[src/rtl/icga_pkg.sv]
// Shared widths, limits and controller/datapath interface types for the admit unit.
`default_nettype none
package icga_pkg;
	localparam int STOP_W = 11;
	localparam int AMT_W = 16;
	localparam int CAP_W = 16;
	localparam int SUM_W = 26;
	localparam logic [SUM_W-1:0] SUM_MAX = 26'h3FFFFFF;
	localparam logic [CAP_W-1:0] CAP_RESET = 16'd100;
	localparam int MAX_STOPS_DEF = 2048;
	localparam int MAX_REQUESTS_DEF = 1024;

	typedef struct packed {
		logic load;
		logic clr;
		logic scan;
		logic walk_init;
		logic peak;
		logic room;
		logic add;
		logic sum;
		logic done;
	} cmd_t;

	typedef struct packed {
		logic clr_last;
		logic scan_done;
		logic found;
		logic walk_done;
	} sts_t;
endpackage
`default_nettype wire

[src/rtl/icga_ctrl.sv]
// Controller state machine sequencing load, clear, select, peak and add passes.
`default_nettype none
module icga_ctrl (
	input wire logic clk,
	input wire logic arst_n,
	input wire logic start,
	input wire logic last_request,
	input wire icga_pkg::sts_t sts,
	output icga_pkg::cmd_t cmd,
	output logic busy
);
	localparam logic [3:0] ST_IDLE = 4'd0;
	localparam logic [3:0] ST_CLR = 4'd1;
	localparam logic [3:0] ST_SCAN = 4'd2;
	localparam logic [3:0] ST_WINIT = 4'd3;
	localparam logic [3:0] ST_PEAK = 4'd4;
	localparam logic [3:0] ST_ROOM = 4'd5;
	localparam logic [3:0] ST_ADD = 4'd6;
	localparam logic [3:0] ST_SUM = 4'd7;
	localparam logic [3:0] ST_DONE = 4'd8;

	logic [3:0] state_q;
	logic [3:0] state_d;

	always_comb begin
		state_d = state_q;
		cmd = '0;
		unique case (state_q)
			ST_IDLE: begin
				if (start) begin
					cmd.load = 1'b1;
					if (last_request) state_d = ST_CLR;
				end
			end
			ST_CLR: begin
				cmd.clr = 1'b1;
				if (sts.clr_last) state_d = ST_SCAN;
			end
			ST_SCAN: begin
				cmd.scan = 1'b1;
				if (sts.scan_done) state_d = sts.found ? ST_WINIT : ST_DONE;
			end
			ST_WINIT: begin
				cmd.walk_init = 1'b1;
				state_d = ST_PEAK;
			end
			ST_PEAK: begin
				cmd.peak = 1'b1;
				if (sts.walk_done) state_d = ST_ROOM;
			end
			ST_ROOM: begin
				cmd.room = 1'b1;
				state_d = ST_ADD;
			end
			ST_ADD: begin
				cmd.add = 1'b1;
				if (sts.walk_done) state_d = ST_SUM;
			end
			ST_SUM: begin
				cmd.sum = 1'b1;
				state_d = ST_SCAN;
			end
			ST_DONE: begin
				cmd.done = 1'b1;
				state_d = ST_IDLE;
			end
			default: state_d = ST_IDLE;
		endcase
	end

	assign busy = (state_q != ST_IDLE);

	always_ff @(posedge clk or negedge arst_n) begin
		if (!arst_n) state_q <= ST_IDLE;
		else state_q <= state_d;
	end
endmodule
`default_nettype wire

[config.mk]
export PLATFORM = sky130hd
export DESIGN_NAME = icga_ctrl
export DESIGN_NICKNAME = d
export VERILOG_FILES = /design/src/rtl/icga_pkg.sv /design/src/rtl/icga_ctrl.sv
export SDC_FILE = /design/constraint.sdc
export NUM_CORES = 1
export LEC_CHECK = 0
export BUFFER_PORTS_ARGS = -buffer_cell sky130_fd_sc_hd__buf_2
export CAP_MARGIN = 20
export CELL_PAD_IN_SITES_DETAIL_PLACEMENT = 0
export CELL_PAD_IN_SITES_GLOBAL_PLACEMENT = 1
export CORE_AREA = 4 4 41 43
export DETAILED_ROUTE_END_ITERATION = 8
export DIE_AREA = 0 0 45 47
export PLACE_DENSITY = 0.69
export SYNTH_ARGS = -nofsm -noshare
export SYNTH_HDL_FRONTEND = slang
export SYNTH_SLANG_ARGS = --single-unit
[constraint.sdc]
create_clock -name clk -period 1.6 [get_ports clk]
set_input_delay 0.4 -clock clk [delete_from_list [all_inputs] [get_ports clk]]
set_output_delay 0.4 -clock clk [all_outputs]
set_load 0.005 [all_outputs]
Word-level counts from Yosys, hierarchy flattened
Index checks and enable logic that the tools add are counted.
Widths: inputs -> output; s select.

cells by class
  equal/unequal tests = 14
  muxes and demuxes = 18
  reduce and logical (&&, ||, !) cells = 3

operators by type and width
  cell                count
  $pmux 4 s8          1
  $mux 4              7
  $eq 4x3->1 const B  4
  $ne 2x2->1 const B  6
  $mux 1              10
  $eq 4x2->1 const B  2
  $reduce_and 6->1    1
  $eq 4x1->1 const B  1
  $eq 4x4->1 const B  1
  $logic_not 4->1     1
  $reduce_bool 4->1   1

word-level totals
  word-level logic and storage cells = 36
  bits in registers = 4
  input bits = 8

Logic depth before layout (Yosys ltp)
  word-level depth = 3
  gate-level depth with buffers = 5

Worst setup path before layout
No wires, ideal clock.

  kind = register to register
  start = register state_q[0]
  end = register state_q[1]
  slack = 0.215 ns
  arrival time = 1.260 ns
  stages on the path, launching flop included = 6
  setup time = 0.125 ns
  required time = 1.475 ns
  clock period less this slack = 1.385 ns
  path through = dfrtp_1 buf_6 nor4_4 nand2_2 o31ai_2 mux2_4

between the ends
  cells in the longest elaborated chain, start to end = 3

RTL lines
  element                                   line             RTL
  start, declared                           icga_ctrl.sv:22  logic [3:0] state_q;
  start signal, assigned                    icga_ctrl.sv:75  else state_q <= state_d;
  $eq 4x1->1, or another cell as far along  icga_ctrl.sv:28  unique case (state_q)
  $ne 2x2->1 (no line)                      --
  $reduce_and 6->1 (no line)                --

Parallel ways exist; a longest one is shown, timed or not.
A chain may end at the register's enable or synchronous reset.

==> results_dict.tcl <==
set metrics [dict create \
    synthTopCellsByCount "5 x nor3_1, 4 x dfrtp_1, 4 x nor2_1" \
    nets 88 \
    fin_crit_sh_pct 102 \
    crit_chain "nor4_4 -> and2_1 -> buf_2" \
    cp_slowest_cell "dfrtp_1" \
    antenna_found_initial 0 \
    grt_start_max_net_pins 8 \
    period_needed_ps 1630 \
    hold_slack_ps 362 \
    path_buf_inv 1 \
    cp.required_ps 1200 \
    initial_core_util_pct 27.7 \
    synth_area_leader_cell "dfrtp_1" \
    grt_use_total_pct 11.7 \
    vias 432 \
    grt_pass1_wl_mm 1.76 \
    drtAntennaViolNets 0 \
    drcViolationCount 0 \
    sequentialPowerShare_pct 17.6 \
    htreeDepth 1 \
    io_buffers 17 \
    place_hpwl_um 625 \
    hold_viol 0 \
    synth_adder_area_share_pct 0 \
    netlist_area_sq_um 360 \
    max_freq_ghz 0.614 \
    cts_buffer_depth 2 \
    slowest_delay_ps 420 \
    final.setup.tns_ps -56.9 \
    yosys.area.top_type_share_pct 27.8 \
    synth-edff-count 0 \
    synth.net_count 50 \
    min_path_type "primary input to flip-flop" \
    pwr_density_cell_nw_per_um2 1950 \
    outcome "finished with violations" \
    synthXorXnorAreaFrac_pct 2.43 \
    clkSinkCount 4 \
    die_h_um 47 \
    die_x_um 45 \
    end_kind "output port" \
    synth_top_family_by_area "simple AND/OR/NAND/NOR gates" \
    cp.arrival_ps 1230 \
    synth-async-reset-ratio_pct 100 \
    relSlewSlack_pct 83.1 \
    switchingPower_mw 0.522 \
    fillers 128 \
    ys_seq_area_share_pct 27.8 \
    regMostFlops "state_q" \
    coreArea_sq_um 1300 \
    drt_iter0_drc 2 \
    cts_inserted_buffers 3 \
    core.rowCount 13 \
    p_clk_share_pct 9.3 \
    synth_simple_gate_area_share_pct 42.4 \
    synth-main-ff-cell "dfrtp_1" \
    slew_viol_final 0 \
    maxCapViolations 0 \
    ys_types 23 \
    place.gp.congestion 0.687 \
    cts_tree "built" \
    power_frac_comb_pct 73.1 \
    first_global_vias 425 \
    worst-setup-path-type "flip-flop to output port" \
    pre_cts_ws_ps 28.2 \
    power_mw 1.31 \
    cp_max_fo 3 \
    globalRouteOverflowTotal 0 \
    setup_slack_ps -29.9 \
    synth_mux_area_share_pct 4.17 \
    drive_above_1_share_pct 67.9 \
    reg.largest.list "state_q x4" \
    swShare_pct 40.0 \
    synth_compound_area_share_pct 11.5 \
    path_clk_slew_ps 30 \
    violations "setup timing" \
    largest_reg_flops 4 \
    die_area_sq_um 2120 \
    syn_area_per_cell_sq_um 8.58 \
    synth_seq_cells 4 \
    crit_family "simple AND/OR/NAND/NOR gates" \
    finalSetupViolCount 3 \
    insertion_delay_ps 230 \
    internal_power_mw 0.784 \
    wl_per_cell_um 12.1 \
    syn_inst 42 \
    startpoint_type "flip-flop" \
    worstMarginPinSlew_ps 251 \
    area_growth_syn_to_layout_pct 86.1 \
    yosysMostFrequentCell "nor3_1" \
    dp.cells 73 \
    clock_tree.root_cell "clkbuf_4" \
    antenna_cells 0 \
    peakVddDrop_v 0.000890 \
    finClkSkew_ps 2.20 \
    synth.area.top_cells "dfrtp_1 28%, nor3_1 6.9%, buf_6 6.3%" \
    grt_setup_unrepaired "true" \
    pin_count 18 \
    firstDrtPassIters 4 \
    leakage_nw 0.329 \
    vias_per_cell 4.65 \
    synth_warnings 0 \
    wirelength_mm 1.13 \
    final_cells 93 \
]
[power by group through the flow]
stage | Sequential (mW) | Combinational (mW) | Clock [mW]
3_5_place_dp | 0.257 | 0.519 | 0
5_1_grt | 0.235 | 1.04 | 0.137
2_1_floorplan | 0.180 | 0.472 | 0
4_1_cts | 0.225 | 0.785 | 0.124
3_3_place_gp | 0.255 | 0.523 | 0
6_report | 0.229 | 0.955 | 0.122
[cells by family (layout without fill, tap and decap cells)]
logic type | count (synthesis) | in the layout
and+or+nand+nor | 24 | 24
AOI/OAI and AO/OA | 6 | 6
buffers and inverters | 6 | 42
DFF | 4 | 4
xor gates and xnor gates | 1 | 1
muxes | 1 | 1
[path summary, 6_finish.rpt]
| path | from | end | slack (ps) | depth (start not counted) |
|---|---|---|---|---|
| max | state_q[2]$_DFFE_PN0P_ | cmd[8] | -30 | 3 |
| min | sts[1] | state_q[3]$_DFFE_PN0P_ | 360 | 2 |
| max reg2reg | state_q[2]$_DFFE_PN0P_ | state_q[1]$_DFFE_PN0P_ | 60 | 5 |
| min reg2reg | state_q[3]$_DFFE_PN0P_ | state_q[2]$_DFFE_PN0P_ | 560 | 1 |
| max in group asynchronous | arst_n | state_q[3]$_DFFE_PN0P_ | 940 | 2 |
| min in group asynchronous | arst_n | state_q[0]$_DFFE_PN0P_ | 520 | 2 |
[worst reg2reg max path, delay by kind of cell (launching register included)]
family | cells | cell delay, ps
AO/OA/AOI/OAI | 2 | 330
buffers and inverters | 1 | 170
flip-flops | 1 | 420
multiplexers | 1 | 320
AND/OR/NAND/NOR | 1 | 180
[what timing repair did]
item	4_1_cts	5_1_grt
gates cloned	0	0
hold endpoints to repair	4	0
resized for setup	8	7
pin swaps	1	2
hold buffers	1	0
setup buffers	12	4
endpoints found under the setup margin	9	10
[layout make-up]
cell class	instances	area [sq um]	share of cell area, %
clock buffer	3	22.5	3.36
inverter	2	7.51	1.12
multi-input combinational	32	279	41.6
sequential	4	104	15.5
tap	15	18.8	2.80
timing repair buffer	37	239	35.6
[through the flow]
step / util (%) / area, sq um
after detailed placement: 34.7 / 452
after global placement: 34.7 / 452
after CTS: 45.8 / 596
after floorplan: - / 360
after global routing: 51.5 / 671
final: 51.5 / 671
[routing by layer]
metal / track usage (%) / wire [um] / vias to the layer above
li1: - / - / 222
met1: 11.4 / 459 / 195
met2: 22.3 / 613 / 15
met3: 3.83 / 54 / 0
met4: 5.26 / 0 / 0
met5: 0 / 0 / -
[placed cells by master, fill, tap and decap left out, types with 2 or more instances in the layout]
cell type  count
buf_2         18
buf_4         17
nor2_1         4
clkbuf_4       3
dfrtp_2        3
nand2b_1       2
nand2_1        2
nor3_1         2
nor3_2         2
inv_1          2
nor3b_1        2
o21ai_0        2
Note: power is estimated with default switching activity, not from simulation.
